[src/rtl/assert_macros.svh]
// Assertion macros shared by the motion segment executor RTL
`ifndef ASSERT_MACROS_SVH
`define ASSERT_MACROS_SVH
// Implication checked on every clock edge outside reset
`define MSE_ASSERT_IMP(label, clk, rst_n, ante, cons, msg) \
    label: assert property (@(posedge clk) disable iff (!rst_n) (ante) |-> (cons)) \
        else $error(msg);
// Next-cycle implication checked outside reset
`define MSE_ASSERT_NXT(label, clk, rst_n, ante, cons, msg) \
    label: assert property (@(posedge clk) disable iff (!rst_n) (ante) |=> (cons)) \
        else $error(msg);
`endif

[src/rtl/mse_pkg.sv]
// Shared types and constants of the motion segment executor
`default_nettype none
package mse_pkg;
    localparam int POS_W = 23;
    localparam int ID_W = 32;
    localparam int STEP_W = 16;
    localparam int CMD_W = 3;
    localparam int CODE_W = 3;
    localparam int DEF_QUEUE_DEPTH = 16;

    localparam logic [CMD_W-1:0] CMD_SEGMENT = 3'd0;
    localparam logic [CMD_W-1:0] CMD_MEASURE = 3'd1;
    localparam logic [CMD_W-1:0] CMD_TICK = 3'd2;
    localparam logic [CMD_W-1:0] CMD_RESET = 3'd3;
    localparam logic [CMD_W-1:0] CMD_ESTOP_ON = 3'd4;
    localparam logic [CMD_W-1:0] CMD_ESTOP_OFF = 3'd5;
    localparam logic [CMD_W-1:0] CMD_ABORT = 3'd6;

    localparam logic [CODE_W-1:0] ST_QUEUED = 3'd0;
    localparam logic [CODE_W-1:0] ST_EXECUTING = 3'd1;
    localparam logic [CODE_W-1:0] ST_COMPLETE = 3'd2;
    localparam logic [CODE_W-1:0] ST_RESET = 3'd3;
    localparam logic [CODE_W-1:0] ST_FAULT = 3'd4;

    localparam logic [1:0] CFG_MIN_POS = 2'd0;
    localparam logic [1:0] CFG_MAX_POS = 2'd1;
    localparam logic [1:0] CFG_MAX_STEP = 2'd2;
    localparam logic [1:0] CFG_FALLBACK = 2'd3;

    localparam logic [1:0] EX_IDLE = 2'd0;
    localparam logic [1:0] EX_RUNNING = 2'd1;
    localparam logic [1:0] EX_ABORTING = 2'd2;
    localparam logic [1:0] EX_FAULT = 2'd3;

    localparam logic [1:0] MM_NORMAL = 2'd0;
    localparam logic [1:0] MM_ESTOP = 2'd1;
    localparam logic [1:0] MM_LATCHED = 2'd2;

    typedef logic signed [POS_W-1:0] t_pos;

    // controller to datapath commands
    typedef struct packed {
        logic load_in;      // capture input beat
        logic enqueue;      // write captured segment into the queue
        logic fetch;        // read queue head
        logic start;        // take fetched entry as active segment
        logic move;         // step all axes
        logic measure;      // take measurement
        logic clear_q;      // empty the queue
        logic do_reset;     // soft reset of segment state
        logic emit;         // load output register
        logic emit_pos;     // output is a position command
        logic [CODE_W-1:0] code;
        logic [1:0] id_sel; // 0 none, 1 input id, 2 active id
        logic emit_last;
    } t_ctl;

    localparam logic [1:0] ID_NONE = 2'd0;
    localparam logic [1:0] ID_INPUT = 2'd1;
    localparam logic [1:0] ID_ACTIVE = 2'd2;

    // datapath to controller status
    typedef struct packed {
        logic [CMD_W-1:0] cmd;
        logic q_full;
        logic q_empty;
        logic limit_bad;
        logic reached;
        logic out_busy;
    } t_sts;
endpackage
`default_nettype wire

[src/rtl/mse_datapath.sv]
// Datapath: queue memory, axis positions, limit check and result register
`default_nettype none
`include "assert_macros.svh"
module mse_datapath #(
    parameter int QUEUE_DEPTH = mse_pkg::DEF_QUEUE_DEPTH
) (
    input  wire logic                       i_clk,
    input  wire logic                       i_rst_n,
    input  wire mse_pkg::t_ctl              i_ctl,
    output mse_pkg::t_sts                   o_sts,
    input  wire logic [mse_pkg::CMD_W-1:0]  i_cmd,
    input  wire logic [mse_pkg::ID_W-1:0]   i_seg_id,
    input  wire logic signed [mse_pkg::POS_W-1:0] i_pos_a,
    input  wire logic signed [mse_pkg::POS_W-1:0] i_pos_b,
    input  wire logic signed [mse_pkg::POS_W-1:0] i_pos_c,
    input  wire logic [mse_pkg::STEP_W-1:0] i_seg_step,
    input  wire logic                       i_cfg_we,
    input  wire logic [1:0]                 i_cfg_index,
    input  wire logic [31:0]                i_cfg_data,
    input  wire logic                       i_out_stall,
    output logic                            o_out_valid,
    output logic                            o_kind,
    output logic [mse_pkg::CODE_W-1:0]      o_status_code,
    output logic [mse_pkg::ID_W-1:0]        o_report_id,
    output logic signed [mse_pkg::POS_W-1:0] o_cmd_a,
    output logic signed [mse_pkg::POS_W-1:0] o_cmd_b,
    output logic signed [mse_pkg::POS_W-1:0] o_cmd_c,
    output logic                            o_last
);
    import mse_pkg::*;
    localparam int AW = (QUEUE_DEPTH > 1) ? $clog2(QUEUE_DEPTH) : 1;
    localparam int CW = $clog2(QUEUE_DEPTH + 1);
    localparam int EW = ID_W + 3 * POS_W + STEP_W;

    logic [EW-1:0] r_mem [QUEUE_DEPTH];
    logic [EW-1:0] r_rd;
    logic [AW-1:0] r_head;
    logic [CW-1:0] r_count;
    logic [AW-1:0] n_slot;

    logic [CMD_W-1:0] r_cmd;
    logic [ID_W-1:0]  r_id;
    t_pos             r_in [3];
    logic [STEP_W-1:0] r_step_in;

    t_pos r_min, r_max;
    logic [STEP_W-1:0] r_max_step, r_fallback;

    t_pos r_meas [3];
    t_pos r_cur [3];
    t_pos r_tgt [3];
    t_pos r_prev [3];
    logic r_first, r_ever;
    logic [ID_W-1:0] r_act_id;
    logic [STEP_W-1:0] r_act_step;

    t_pos f_tgt [3];
    logic [STEP_W-1:0] f_step, f_clamp;
    t_pos n_cur [3];
    logic [2:0] ax_reach;
    logic [2:0] ax_bad;

    function automatic logic [AW-1:0] wrap_add(input logic [AW-1:0] a, input logic [CW-1:0] b);
        logic [AW+CW:0] s;
        s = {{(CW+1){1'b0}}, a} + {{(AW+1){1'b0}}, b};
        if (s >= (AW+CW+1)'(QUEUE_DEPTH)) s = s - (AW+CW+1)'(QUEUE_DEPTH);
        return s[AW-1:0];
    endfunction

    assign n_slot = wrap_add(r_head, r_count);
    assign f_tgt[0] = r_rd[3*POS_W+STEP_W-1 -: POS_W];
    assign f_tgt[1] = r_rd[2*POS_W+STEP_W-1 -: POS_W];
    assign f_tgt[2] = r_rd[POS_W+STEP_W-1 -: POS_W];
    assign f_step = r_rd[STEP_W-1:0];
    always_comb begin
        f_clamp = (f_step > r_max_step) ? r_max_step : f_step;
        if (f_clamp == '0) f_clamp = r_fallback;
    end

    always_comb begin
        for (int i = 0; i < 3; i++) begin
            logic signed [POS_W+1:0] err, mag;
            err = {{2{r_tgt[i][POS_W-1]}}, r_tgt[i]} - {{2{r_cur[i][POS_W-1]}}, r_cur[i]};
            mag = err[POS_W+1] ? -err : err;
            if (mag > $signed({{(POS_W+2-STEP_W){1'b0}}, r_act_step})) begin
                ax_reach[i] = 1'b0;
                n_cur[i] = err[POS_W+1] ? r_cur[i] - t_pos'({{(POS_W-STEP_W){1'b0}}, r_act_step})
                                        : r_cur[i] + t_pos'({{(POS_W-STEP_W){1'b0}}, r_act_step});
            end else begin
                ax_reach[i] = 1'b1;
                n_cur[i] = r_tgt[i];
            end
            ax_bad[i] = (r_tgt[i] < r_min) || (r_tgt[i] > r_max);
        end
    end

    assign o_sts.cmd = r_cmd;
    assign o_sts.q_full = (r_count >= CW'(QUEUE_DEPTH));
    assign o_sts.q_empty = (r_count == '0);
    assign o_sts.limit_bad = |ax_bad;
    assign o_sts.reached = &ax_reach;
    assign o_sts.out_busy = o_out_valid && i_out_stall;

    always_ff @(posedge i_clk) begin
        if (i_ctl.enqueue) r_mem[n_slot] <= {r_id, r_in[0], r_in[1], r_in[2], r_step_in};
        r_rd <= r_mem[r_head];
        if (i_ctl.load_in) begin
            r_id <= i_seg_id;
            r_in[0] <= i_pos_a;
            r_in[1] <= i_pos_b;
            r_in[2] <= i_pos_c;
            r_step_in <= i_seg_step;
        end
    end

    always_ff @(posedge i_clk) begin
        if (!i_rst_n) begin
            r_cmd <= '0;
            r_head <= '0;
            r_count <= '0;
            r_min <= '0;
            r_max <= 23'sd2000000;
            r_max_step <= 16'd1000;
            r_fallback <= 16'd200;
            r_first <= 1'b1;
            r_ever <= 1'b0;
            r_act_id <= '0;
            r_act_step <= '0;
            for (int i = 0; i < 3; i++) begin
                r_meas[i] <= '0;
                r_cur[i] <= '0;
                r_tgt[i] <= '0;
                r_prev[i] <= '0;
            end
            o_out_valid <= 1'b0;
            o_kind <= 1'b0;
            o_status_code <= '0;
            o_report_id <= '0;
            o_cmd_a <= '0;
            o_cmd_b <= '0;
            o_cmd_c <= '0;
            o_last <= 1'b0;
        end else begin
            if (i_ctl.load_in) r_cmd <= i_cmd;
            if (i_cfg_we) begin
                unique case (i_cfg_index)
                    CFG_MIN_POS:  r_min <= i_cfg_data[POS_W-1:0];
                    CFG_MAX_POS:  r_max <= i_cfg_data[POS_W-1:0];
                    CFG_MAX_STEP: r_max_step <= i_cfg_data[STEP_W-1:0];
                    CFG_FALLBACK: r_fallback <= i_cfg_data[STEP_W-1:0];
                    default: ;
                endcase
            end
            if (i_ctl.clear_q) r_count <= '0;
            else if (i_ctl.enqueue) r_count <= r_count + 1'b1;
            else if (i_ctl.start) begin
                r_count <= r_count - 1'b1;
                r_head <= wrap_add(r_head, CW'(1));
            end
            if (i_ctl.start) begin
                r_act_id <= r_rd[EW-1 -: ID_W];
                r_act_step <= f_clamp;
                r_ever <= 1'b1;
                r_first <= 1'b0;
                for (int i = 0; i < 3; i++) begin
                    r_tgt[i] <= f_tgt[i];
                    r_cur[i] <= r_first ? r_meas[i] : r_prev[i];
                end
            end
            if (i_ctl.move)
                for (int i = 0; i < 3; i++) r_cur[i] <= n_cur[i];
            if (i_ctl.measure) begin
                for (int i = 0; i < 3; i++) begin
                    r_meas[i] <= r_in[i];
                    if (r_ever) r_cur[i] <= r_in[i];
                end
            end
            // commit previous target once limits pass (controller asks with emit of executing)
            if (i_ctl.emit && i_ctl.code == ST_EXECUTING && !i_ctl.emit_pos)
                for (int i = 0; i < 3; i++) r_prev[i] <= r_tgt[i];
            if (i_ctl.do_reset) begin
                r_first <= 1'b1;
                r_act_id <= '0;
            end
            if (i_ctl.emit) begin
                o_out_valid <= 1'b1;
                o_kind <= i_ctl.emit_pos;
                o_status_code <= i_ctl.emit_pos ? ST_QUEUED : i_ctl.code;
                o_report_id <= (i_ctl.id_sel == ID_INPUT) ? r_id :
                               (i_ctl.id_sel == ID_ACTIVE) ? r_act_id : '0;
                o_cmd_a <= i_ctl.emit_pos ? r_cur[0] : '0;
                o_cmd_b <= i_ctl.emit_pos ? r_cur[1] : '0;
                o_cmd_c <= i_ctl.emit_pos ? r_cur[2] : '0;
                o_last <= i_ctl.emit_last;
            end else if (!i_out_stall) begin
                o_out_valid <= 1'b0;
            end
        end
    end

    `MSE_ASSERT_IMP(a_no_overwrite, i_clk, i_rst_n, i_ctl.emit, !(o_out_valid && i_out_stall), "result register overwritten while stalled")
    `MSE_ASSERT_IMP(a_enq_room, i_clk, i_rst_n, i_ctl.enqueue, r_count < CW'(QUEUE_DEPTH), "enqueue into full queue")
    `MSE_ASSERT_IMP(a_start_nonempty, i_clk, i_rst_n, i_ctl.start, r_count != '0, "start from empty queue")
endmodule
`default_nettype wire

[src/rtl/mse_ctrl.sv]
// Controller: sequences one input beat into up to three result beats
`default_nettype none
`include "assert_macros.svh"
module mse_ctrl (
    input  wire logic          i_clk,
    input  wire logic          i_rst_n,
    input  wire logic          i_in_valid,
    output logic               o_in_stall,
    input  wire mse_pkg::t_sts i_sts,
    output mse_pkg::t_ctl      o_ctl
);
    import mse_pkg::*;
    localparam logic [2:0] S_IDLE = 3'd0;
    localparam logic [2:0] S_DECODE = 3'd1;
    localparam logic [2:0] S_FETCH = 3'd2;
    localparam logic [2:0] S_READ = 3'd3;
    localparam logic [2:0] S_START = 3'd4;
    localparam logic [2:0] S_CHECK = 3'd5;
    localparam logic [2:0] S_DONE = 3'd6;

    logic [2:0] r_state, n_state;
    logic [1:0] r_exec, n_exec;
    logic [1:0] r_mach, n_mach;
    logic r_joint, n_joint;
    logic r_reached, n_reached;
    logic r_moved, n_moved;

    assign o_in_stall = (r_state != S_IDLE);

    always_comb begin
        o_ctl = '0;
        n_state = r_state;
        n_exec = r_exec;
        n_mach = r_mach;
        n_joint = r_joint;
        n_reached = r_reached;
        n_moved = r_moved;
        unique case (r_state)
            S_IDLE: begin
                if (i_in_valid) begin
                    o_ctl.load_in = 1'b1;
                    n_state = S_DECODE;
                    n_moved = 1'b0;
                end
            end
            S_DECODE: begin
                if (!i_sts.out_busy) begin
                    n_state = S_IDLE;
                    unique case (i_sts.cmd)
                        CMD_SEGMENT: begin
                            o_ctl.emit = 1'b1;
                            o_ctl.id_sel = ID_INPUT;
                            if (r_mach != MM_NORMAL || r_exec == EX_ABORTING || !r_joint
                                || i_sts.q_full) begin
                                o_ctl.code = ST_FAULT;
                                o_ctl.emit_last = 1'b1;
                            end else begin
                                o_ctl.code = ST_QUEUED;
                                o_ctl.enqueue = 1'b1;
                                o_ctl.emit_last = (r_exec != EX_IDLE);
                                if (r_exec == EX_IDLE) n_state = S_FETCH;
                            end
                        end
                        CMD_MEASURE: begin
                            o_ctl.measure = 1'b1;
                            n_joint = 1'b1;
                        end
                        CMD_TICK: begin
                            if (r_exec == EX_RUNNING) begin
                                if (!r_moved) begin
                                    o_ctl.move = 1'b1;
                                    n_moved = 1'b1;
                                    n_reached = i_sts.reached;
                                    n_state = S_DECODE;
                                end else begin
                                    o_ctl.emit = 1'b1;
                                    o_ctl.emit_pos = 1'b1;
                                    o_ctl.emit_last = !r_reached;
                                    if (r_reached) n_state = S_DONE;
                                end
                            end
                        end
                        CMD_RESET: begin
                            if (r_mach != MM_ESTOP) begin
                                n_mach = MM_NORMAL;
                                n_exec = EX_IDLE;
                                o_ctl.clear_q = 1'b1;
                                o_ctl.do_reset = 1'b1;
                                o_ctl.emit = 1'b1;
                                o_ctl.code = ST_RESET;
                                o_ctl.emit_last = 1'b1;
                            end
                        end
                        CMD_ESTOP_ON: begin
                            if (r_mach != MM_ESTOP) begin
                                n_mach = MM_ESTOP;
                                n_exec = EX_FAULT;
                                o_ctl.clear_q = 1'b1;
                                o_ctl.emit = 1'b1;
                                o_ctl.code = ST_FAULT;
                                o_ctl.id_sel = ID_ACTIVE;
                                o_ctl.emit_last = 1'b1;
                            end
                        end
                        CMD_ESTOP_OFF: begin
                            if (r_mach == MM_ESTOP) n_mach = MM_NORMAL;
                        end
                        CMD_ABORT: begin
                            n_exec = EX_ABORTING;
                            o_ctl.clear_q = 1'b1;
                        end
                        default: ;
                    endcase
                end
            end
            S_DONE: begin
                if (!i_sts.out_busy) begin
                    o_ctl.emit = 1'b1;
                    o_ctl.code = ST_COMPLETE;
                    o_ctl.id_sel = ID_ACTIVE;
                    o_ctl.emit_last = i_sts.q_empty;
                    if (i_sts.q_empty) begin
                        n_exec = EX_IDLE;
                        n_state = S_IDLE;
                    end else begin
                        n_state = S_FETCH;
                    end
                end
            end
            S_FETCH: n_state = S_READ;
            S_READ: n_state = S_START;
            S_START: begin
                o_ctl.start = 1'b1;
                n_state = S_CHECK;
            end
            S_CHECK: begin
                if (!i_sts.out_busy) begin
                    o_ctl.emit = 1'b1;
                    o_ctl.id_sel = ID_ACTIVE;
                    o_ctl.emit_last = 1'b1;
                    n_state = S_IDLE;
                    if (i_sts.limit_bad) begin
                        o_ctl.code = ST_FAULT;
                        n_mach = MM_LATCHED;
                        n_exec = EX_FAULT;
                    end else begin
                        o_ctl.code = ST_EXECUTING;
                        n_exec = EX_RUNNING;
                    end
                end
            end
            default: n_state = S_IDLE;
        endcase
    end

    always_ff @(posedge i_clk) begin
        if (!i_rst_n) begin
            r_state <= S_IDLE;
            r_exec <= EX_IDLE;
            r_mach <= MM_NORMAL;
            r_joint <= 1'b0;
            r_reached <= 1'b0;
            r_moved <= 1'b0;
        end else begin
            r_state <= n_state;
            r_exec <= n_exec;
            r_mach <= n_mach;
            r_joint <= n_joint;
            r_reached <= n_reached;
            r_moved <= n_moved;
        end
    end

    `MSE_ASSERT_IMP(a_run_normal, i_clk, i_rst_n, r_exec == EX_RUNNING, r_mach == MM_NORMAL, "running outside normal mode")
    `MSE_ASSERT_NXT(a_start_check, i_clk, i_rst_n, o_ctl.start, r_state == S_CHECK, "start not followed by limit check")
    `MSE_ASSERT_IMP(a_stall_busy, i_clk, i_rst_n, r_state != S_IDLE, o_in_stall, "input open while busy")
endmodule
`default_nettype wire

[src/rtl/motion_segment_executor.sv]
// Top level of the motion segment executor
// Input channel: i_in_valid / o_in_stall with cmd, seg_id, pos_a..c, seg_step.
// Output channel: o_out_valid / i_out_stall with one result beat per handshake;
// o_last marks the final beat caused by an input beat.
// Configuration: i_cfg_valid / o_cfg_ready, index 0 min, 1 max, 2 max step,
// 3 fallback step; write only while idle.
// The first result is registered from the decode state; a tick first steps the
// axes and then presents the position. Completion adds the complete beat, and a
// segment start passes the fetch, read, start and check states for the queue
// read and limit check before its beat.
// The input is stalled until all work of the item is done; results wait in a
// single output register, and the controller holds while the receiver stalls.
// Reset (synchronous, active low) empties the queue, restores register
// defaults and clears all modes; no result is pending after reset.
`default_nettype none
module motion_segment_executor #(
    parameter int QUEUE_DEPTH = mse_pkg::DEF_QUEUE_DEPTH
) (
    input  wire logic                       i_clk,
    input  wire logic                       i_rst_n,
    input  wire logic                       i_in_valid,
    output logic                            o_in_stall,
    input  wire logic [mse_pkg::CMD_W-1:0]  i_cmd,
    input  wire logic [mse_pkg::ID_W-1:0]   i_seg_id,
    input  wire logic signed [mse_pkg::POS_W-1:0] i_pos_a,
    input  wire logic signed [mse_pkg::POS_W-1:0] i_pos_b,
    input  wire logic signed [mse_pkg::POS_W-1:0] i_pos_c,
    input  wire logic [mse_pkg::STEP_W-1:0] i_seg_step,
    input  wire logic                       i_cfg_valid,
    output logic                            o_cfg_ready,
    input  wire logic [1:0]                 i_cfg_index,
    input  wire logic [31:0]                i_cfg_data,
    output logic                            o_out_valid,
    input  wire logic                       i_out_stall,
    output logic                            o_kind,
    output logic [mse_pkg::CODE_W-1:0]      o_status_code,
    output logic [mse_pkg::ID_W-1:0]        o_report_id,
    output logic signed [mse_pkg::POS_W-1:0] o_cmd_a,
    output logic signed [mse_pkg::POS_W-1:0] o_cmd_b,
    output logic signed [mse_pkg::POS_W-1:0] o_cmd_c,
    output logic                            o_last
);
    import mse_pkg::*;
    t_ctl ctl;
    t_sts sts;

    assign o_cfg_ready = 1'b1;

    mse_ctrl u_ctrl (
        .i_clk(i_clk), .i_rst_n(i_rst_n), .i_in_valid(i_in_valid),
        .o_in_stall(o_in_stall), .i_sts(sts), .o_ctl(ctl)
    );

    mse_datapath #(.QUEUE_DEPTH(QUEUE_DEPTH)) u_dp (
        .i_clk(i_clk), .i_rst_n(i_rst_n), .i_ctl(ctl), .o_sts(sts),
        .i_cmd(i_cmd), .i_seg_id(i_seg_id), .i_pos_a(i_pos_a), .i_pos_b(i_pos_b),
        .i_pos_c(i_pos_c), .i_seg_step(i_seg_step),
        .i_cfg_we(i_cfg_valid), .i_cfg_index(i_cfg_index), .i_cfg_data(i_cfg_data),
        .i_out_stall(i_out_stall), .o_out_valid(o_out_valid), .o_kind(o_kind),
        .o_status_code(o_status_code), .o_report_id(o_report_id),
        .o_cmd_a(o_cmd_a), .o_cmd_b(o_cmd_b), .o_cmd_c(o_cmd_c), .o_last(o_last)
    );
endmodule
`default_nettype wire

[config.mk]
export PLATFORM = sky130hd
export DESIGN_NAME = motion_segment_executor
export DESIGN_NICKNAME = d
export VERILOG_FILES = /design/src/rtl/mse_pkg.sv /design/src/rtl/mse_datapath.sv /design/src/rtl/mse_ctrl.sv /design/src/rtl/motion_segment_executor.sv
export VERILOG_INCLUDE_DIRS = /design/src /design/src/rtl
export SDC_FILE = /design/constraint.sdc
export NUM_CORES = 2
export LEC_CHECK = 0
export ABC_CLOCK_PERIOD_IN_PS = 11700
export BUFFER_PORTS_ARGS = -buffer_cell sky130_fd_sc_hd__buf_2
export CORE_MARGIN = 10
export CORE_UTILIZATION = 46
export DETAILED_ROUTE_END_ITERATION = 8
export GPL_ROUTABILITY_DRIVEN = 0
export GPL_TIMING_DRIVEN = 0
export HOLD_SLACK_MARGIN = 0.12
export MAX_ROUTING_LAYER = met4
export PLACE_DENSITY = 0.66
export SLEW_MARGIN = 25
export SYNTH_ARGS = -nofsm -noshare
export SYNTH_HDL_FRONTEND = slang
export SYNTH_SLANG_ARGS = --single-unit
export TNS_END_PERCENT = 1
[constraint.sdc]
create_clock -name i_clk -period 11.7 [get_ports i_clk]
set_input_delay 0.585 -clock i_clk [delete_from_list [all_inputs] [get_ports i_clk]]
set_output_delay 0.585 -clock i_clk [all_outputs]
set_load 0.03 [all_outputs]
**Word level (Yosys, flattened, before mapping)**

Memory sizes are Yosys's and may differ from the RTL's. A register that Yosys moved wholly into a read port is not among the register bits.
Index checks and enable logic that the tools add are counted.

- Eq/ne operators: 36
- Multiply operators: 0
- Bitwise gates (word level): 23
- Shifts and indexed selects: 0
- Divide/modulo/power cells: 0
- Reductions and logical operators: 41
- $add $sub $neg: 18
- Mux-type cells: 138
- Order comparisons: 13

Operators by type and width:

| operator | count |
|---|---|
| 2-to-1 mux 23 bit | 30 |
| > comparator 25 x 17 -> 1 bit | 3 |
| 2-to-1 mux 25 bit | 3 |
| negator 25 bit | 3 |
| subtractor 23 x 23 -> 24 bit | 3 |
| adder 23 x 17 -> 23 bit | 3 |
| > comparator 23 bit | 3 |
| less-than comparator 23 bit | 3 |
| subtractor 23 x 17 -> 23 bit | 3 |
| 2-to-1 mux 32 bit | 2 |
| 2-to-1 mux 1 bit | 49 |
| 2-to-1 mux 2 bit | 18 |
| 2-to-1 mux 3 bit | 11 |
| 2-to-1 mux 16 bit | 2 |
| one-hot mux 3 bit (7 select lines) | 1 |
| equality test 3 bit (second input constant) | 6 |
| OR 1 bit | 18 |
| one-hot mux 2 bit (3 select lines) | 3 |
| one-hot mux 6 bit (3 select lines) | 1 |
| > comparator 16 bit | 1 |
| logical NOT 16 bit | 1 |
| AND reduction 8 bit | 2 |
| 2-to-1 mux 5 bit | 3 |
| equality test 3 x 2 -> 1 bit (second input constant) | 4 |
| other kinds (38) | 93 |

- Register bits: 305
- Logic and storage cells: 302
- Bits in writable memories: 2217
- Output and inout bits: 109
- Bits in latches: 0
- Memories: 6
- Memory bits (read-only): 0

Memory list:

| name | words | bits a word | rd ports | clocked after memory_dff | write ports | RTL line | text |
|---|---|---|---|---|---|---|---|
| u_dp.r_mem | 16 | 117 | 1 | 1 | 1 | mse_datapath.sv:35 | `logic [EW-1:0] r_mem [QUEUE_DEPTH];` |
| u_dp.r_cur | 3 | 23 | 3 | 0 | 3 | mse_datapath.sv:50 | `t_pos r_cur [3];` |
| u_dp.r_in | 3 | 23 | 3 | 0 | 3 | mse_datapath.sv:43 | `t_pos r_in [3];` |
| u_dp.r_meas | 3 | 23 | 3 | 0 | 3 | mse_datapath.sv:49 | `t_pos r_meas [3];` |
| u_dp.r_prev | 3 | 23 | 3 | 0 | 3 | mse_datapath.sv:52 | `t_pos r_prev [3];` |
| u_dp.r_tgt | 3 | 23 | 3 | 0 | 3 | mse_datapath.sv:51 | `t_pos r_tgt [3];` |

**Longest topological paths before layout**

- Depth in word-level cells: 15
- Depth in mapped cells: 29

**By module**

Synthesis repeated with hierarchy kept, for this count alone.

- Cell total of the unflattened synthesis: 6929
- Area, all modules: 113189.8 µm²

Modules (own cells, without submodules):

| module | instances | area an instance (µm²) | cells each | seq. area each (µm²) |
|---|---|---|---|---|
| mse_datapath | 1 | 112282.7 | 6794 | 75302.2 |
| mse_ctrl | 1 | 895.9 | 133 | 200.2 |
| motion_segment_executor | 1 | 11.3 | 2 | 0.0 |

**Worst setup path after synthesis**

OpenSTA, ideal clock, no wires.

- Path type: input -> register
- Start: in i_out_stall
- End: mem u_dp.r_mem[4][0] in the netlist's numbering (enable)
- Arrival time: 6.837 ns
- Data required time: 11.106 ns
- Setup slack: 4.268 ns
- Stages: 8
- Cell sequence: nand2_1 and3_1 and3_1 clkbuf_1 nor2b_1 inv_1 or3_1 nor2_1

- Longest elaborated chain between the ends: 5

RTL lines:

| what | RTL line | text |
|---|---|---|
| start, declared | motion_segment_executor.sv:34 | `input wire logic i_out_stall,` |
| logical AND 1 bit | mse_datapath.sv:102 | `assign o_sts.out_busy = o_out_valid && i_out_stall;` |
| 2-to-1 mux 1 bit | mse_ctrl.sv:47 | `if (!i_sts.out_busy) begin` |
| 2-to-1 mux 1 bit | mse_ctrl.sv:38 | `unique case (r_state)` |
| 2-to-1 mux 1 bit | mse_datapath.sv:105 | `if (i_ctl.enqueue) r_mem[n_slot] <= {r_id, r_in[0], r_in[1], r_in[2], r_step_in};` |
| 2-to-1 mux 1 bit (implied by the code) | mse_datapath.sv:105 |  |
| end, declared | mse_datapath.sv:35 |  |

Every way passes these cells.

==> impl_metrics.toml <==
[cells_and_area]
drive_gt1_share_pct = 20.38
nNetsFinal = 8151
layout_common_cells = "2265 x edfxtp_1, 585 x mux4_2, 442 x nand2_1, 374 x dfxtp_1, 345 x ha_1"
final_common_cell = "edfxtp_1"
design_area_sq_mm = 0.1318
n_fill_cell = 18474
stdcell_count = 11048
areaGrowthSynthToFinish_pct = 18.14

[timing]
max_freq_ghz = 0.1249
timing.final.ws_setup_ns = 3.696
finalCritPeriodShare_pct = 68.41
fin_crit_ns = 8.004
clock_skew_ns = 0.06199
rsz0062_at_grt = "false"
tightest_slew_ns = 1.139
finalSetupViolCount = 0
hold_viol = 0
drv_slew = 0
max_slew_margin_pct = 24.09

[grt]
grt_pass1_vias = 67104
grt_remaining_overflow = 0
antenna_found_initial = 14
grt_util_all_layers_pct = 25.41
grt_max_degree = 48
grt_pass1_wl_mm = 475.8

[worst_setup_path]
path_class = "reg -> reg"
cpMostUsedCell = "clkbuf_1"
crit_buf_inv = 5
worstSetupStartpoint = "u_dp.r_tgt[0][54]$_SDFFCE_PN0P_"
start_kind = "register"
end_kind = "register"
crit_cells = 26
rr_endpoint = "u_dp.r_cur[0][48]$_DFFE_PP_"
slowest_delay_ns = 0.60
slowest_stage = "edfxtp_1"
rr_worst_depth = 26
reg2reg_from = "u_dp.r_tgt[0][54]$_SDFFCE_PN0P_"
cp_top_family = "compound AO/OA/AOI/OAI gates"
r2r_slack_ns = 3.70
cp.required_ns = 12.32
crit_fanout = 10
crit_path_end = "u_dp.r_cur[0][48]$_DFFE_PP_"
crit_arrival_ns = 8.63

[floorplan]
core_area_sq_mm = 0.2410
rows = 180
start_util_pct = 46.29
ioPinCount = 268
die_area_sq_mm = 0.2626
die_h_um = 512.5
chipWidth_um = 512.5

[drt]
routed_wl_mm = 330.4
wl_per_cell_um = 29.91
firstDrtPassIters = 9
via_per_inst = 6.093
final_antenna_net_count = 0
drt-initial-drc-count = 8963
vias = 67311
drc_errors = 0

[hold_path]
worstHoldStart = "i_pos_c[10]"
hold_class = "in -> reg"

[synthesis]
synthArstFlopShare_pct = 0
synth_edf_count = 2265
yosysSeqAreaShare_pct = 67.68
synth-seq-cells = 2639
syn_avg_cell_area_sq_um = 16.44
synthDistinctLibCells = 102
yosysWarnings = 0
syn_inst = 6785
syn_area_sq_mm = 0.1116
synth_nets = 7297
synth-main-ff-cell = "edfxtp_1"

[clock_network]
cts_buffer_depth = 4
ctsResizeCount = 0
cts_tree = "yes"
cts_sinks = 2639
h-tree-depth = 5
clk_pin_slew_worst_paths_ns = 0.07
cts_made_buffers = 287
clk_latency_ns = 0.96
root_buffer = "clkbuf_16"

[placed_design]
post-place-ws_ns = 3.960
dp_hpwl_mm = 233.3
dp.cells = 10387
post_dp_cell_area_sq_mm = 0.1210
portBuffers = 256

[pwr]
power_density_mw_per_mm2 = 155.0
peakVddDrop_mv = 0.1240
power.static_leakage_nw = 45.26

[outcome]
outcome = "finished, final reports clean"

[job]
drv_cap = 0
## cells by family (layout without fill, tap and decap cells)
group	after synthesis	count (layout)	share of synthesized area, %
simple gates	1366	1366	5.970
buf+inv	540	1602	1.856
flops	2639	2639	67.68
mux	735	735	13.17
compound gates	944	944	5.674
xor+xnor	206	206	1.624
other cells	1	17	0.003362
fa+ha+maj	354	354	4.022
## metrics by stage
step                      TNS [ns]  hold slack, ns  util (%)  total power [W]
after global placement    -6008.50          0.4243     48.48          0.01156
after global routing             0          0.3103     54.68          0.02102
final                            0          0.3315     54.69          0.02043
after detailed placement         0          0.4303     50.22          0.01161
after floorplan                  0          0.4174         -          0.01122
after CTS                        0          0.2799     54.65          0.02052
## flip-flops by register name (all words and copies together), names as in the netlist, 32 cells and up
name              cells
u_dp.r_act_id        32
u_dp.r_id            32
u_dp.r_mem         1872
u_dp.o_report_id     32
u_dp.r_tgt           69
u_dp.r_meas          69
u_dp.r_in            69
u_dp.r_rd           117
u_dp.r_cur           69
u_dp.r_prev          69
## cell usage after synthesis (all sizes together), types with 19 or more instances
cell | instances | share of area [%]
nand3 | 62 | 0.28
a222oi | 34 | 0.31
nor2 | 314 | 1.1
mux4 | 585 | 12
a22oi | 72 | 0.48
nor2b | 54 | 0.30
o21ai | 143 | 0.65
clkbuf | 278 | 0.94
nand4 | 57 | 0.32
inv | 207 | 0.70
nor4 | 19 | 0.15
a31oi | 23 | 0.13
o221ai | 45 | 0.35
edfxtp | 2265 | 61
nor3 | 55 | 0.26
nand2 | 445 | 1.5
or3 | 32 | 0.18
xor2 | 50 | 0.39
o21a | 45 | 0.30
xnor2 | 156 | 1.2
ha | 345 | 3.9
and3 | 157 | 0.88
nand2b | 42 | 0.24
o31ai | 20 | 0.13
a21oi | 285 | 1.3
mux2i | 141 | 1.3
o211ai | 29 | 0.20
dfxtp | 374 | 6.7
a21o | 97 | 0.65
a311oi | 21 | 0.18
buf | 50 | 0.21
and2 | 80 | 0.45
## how the worst min path moves through the flow
stage,depth (start not counted),to,slack (ns)
6_report,2,u_dp.r_in[0][56]$_DFFE_PP_,0.33
3_5_place_dp,2,u_dp.r_act_id[6]$_SDFFE_PP0P_,0.43
3_3_place_gp,2,u_dp.r_act_id[0]$_SDFFE_PP0P_,0.42
2_1_floorplan,2,u_dp.r_act_id[0]$_SDFFE_PP0P_,0.42
5_1_grt,2,u_dp.r_in[0][56]$_DFFE_PP_,0.31
4_1_cts,2,u_dp.r_id[22]$_DFFE_PP_,0.28
## area by class of cell
cell class | instances | area, sq um | area share (%)
diodes | 16 | 40.04 | 0.03038
plain buffers | 328 | 1379 | 1.046
clock buffers | 376 | 7924 | 6.013
clock inverters | 121 | 1276 | 0.9684
inverters | 212 | 795.8 | 0.6038
multi-input cells | 3606 | 34170 | 25.93
flip-flops and latches | 2639 | 75500 | 57.29
well taps | 3185 | 3985 | 3.024
repair buffers | 565 | 6714 | 5.095
## report_power, final
group | switching (W) | total (W) | leakage [nW] | internal [W]
Sequential | 0.000207 | 0.0105 | 23.9 | 0.0103
Clock | 0.00365 | 0.00895 | 4.53 | 0.00530
Combinational | 0.000577 | 0.000958 | 16.9 | 0.000381
## metal layers
metal / wire length, um / GRT usage (%) / share of wire, % / up-vias
met5: 0 / - / 0 / -
met4: 15870 / 10.42 / 4.8 / 0
met3: 31730 / 5.093 / 9.6 / 683
met2: 150200 / 38.09 / 45 / 3620
met1: 132600 / 34.14 / 40 / 34477
li1: - / - / - / 28531
## what timing repair did
item                                   4_1_cts  5_1_grt
setup buffers                                0        0
hold buffers                               148        0
setup endpoints to repair                    0        0
endpoints found under the hold margin      199        0
Power figures use the tool's default switching activity.
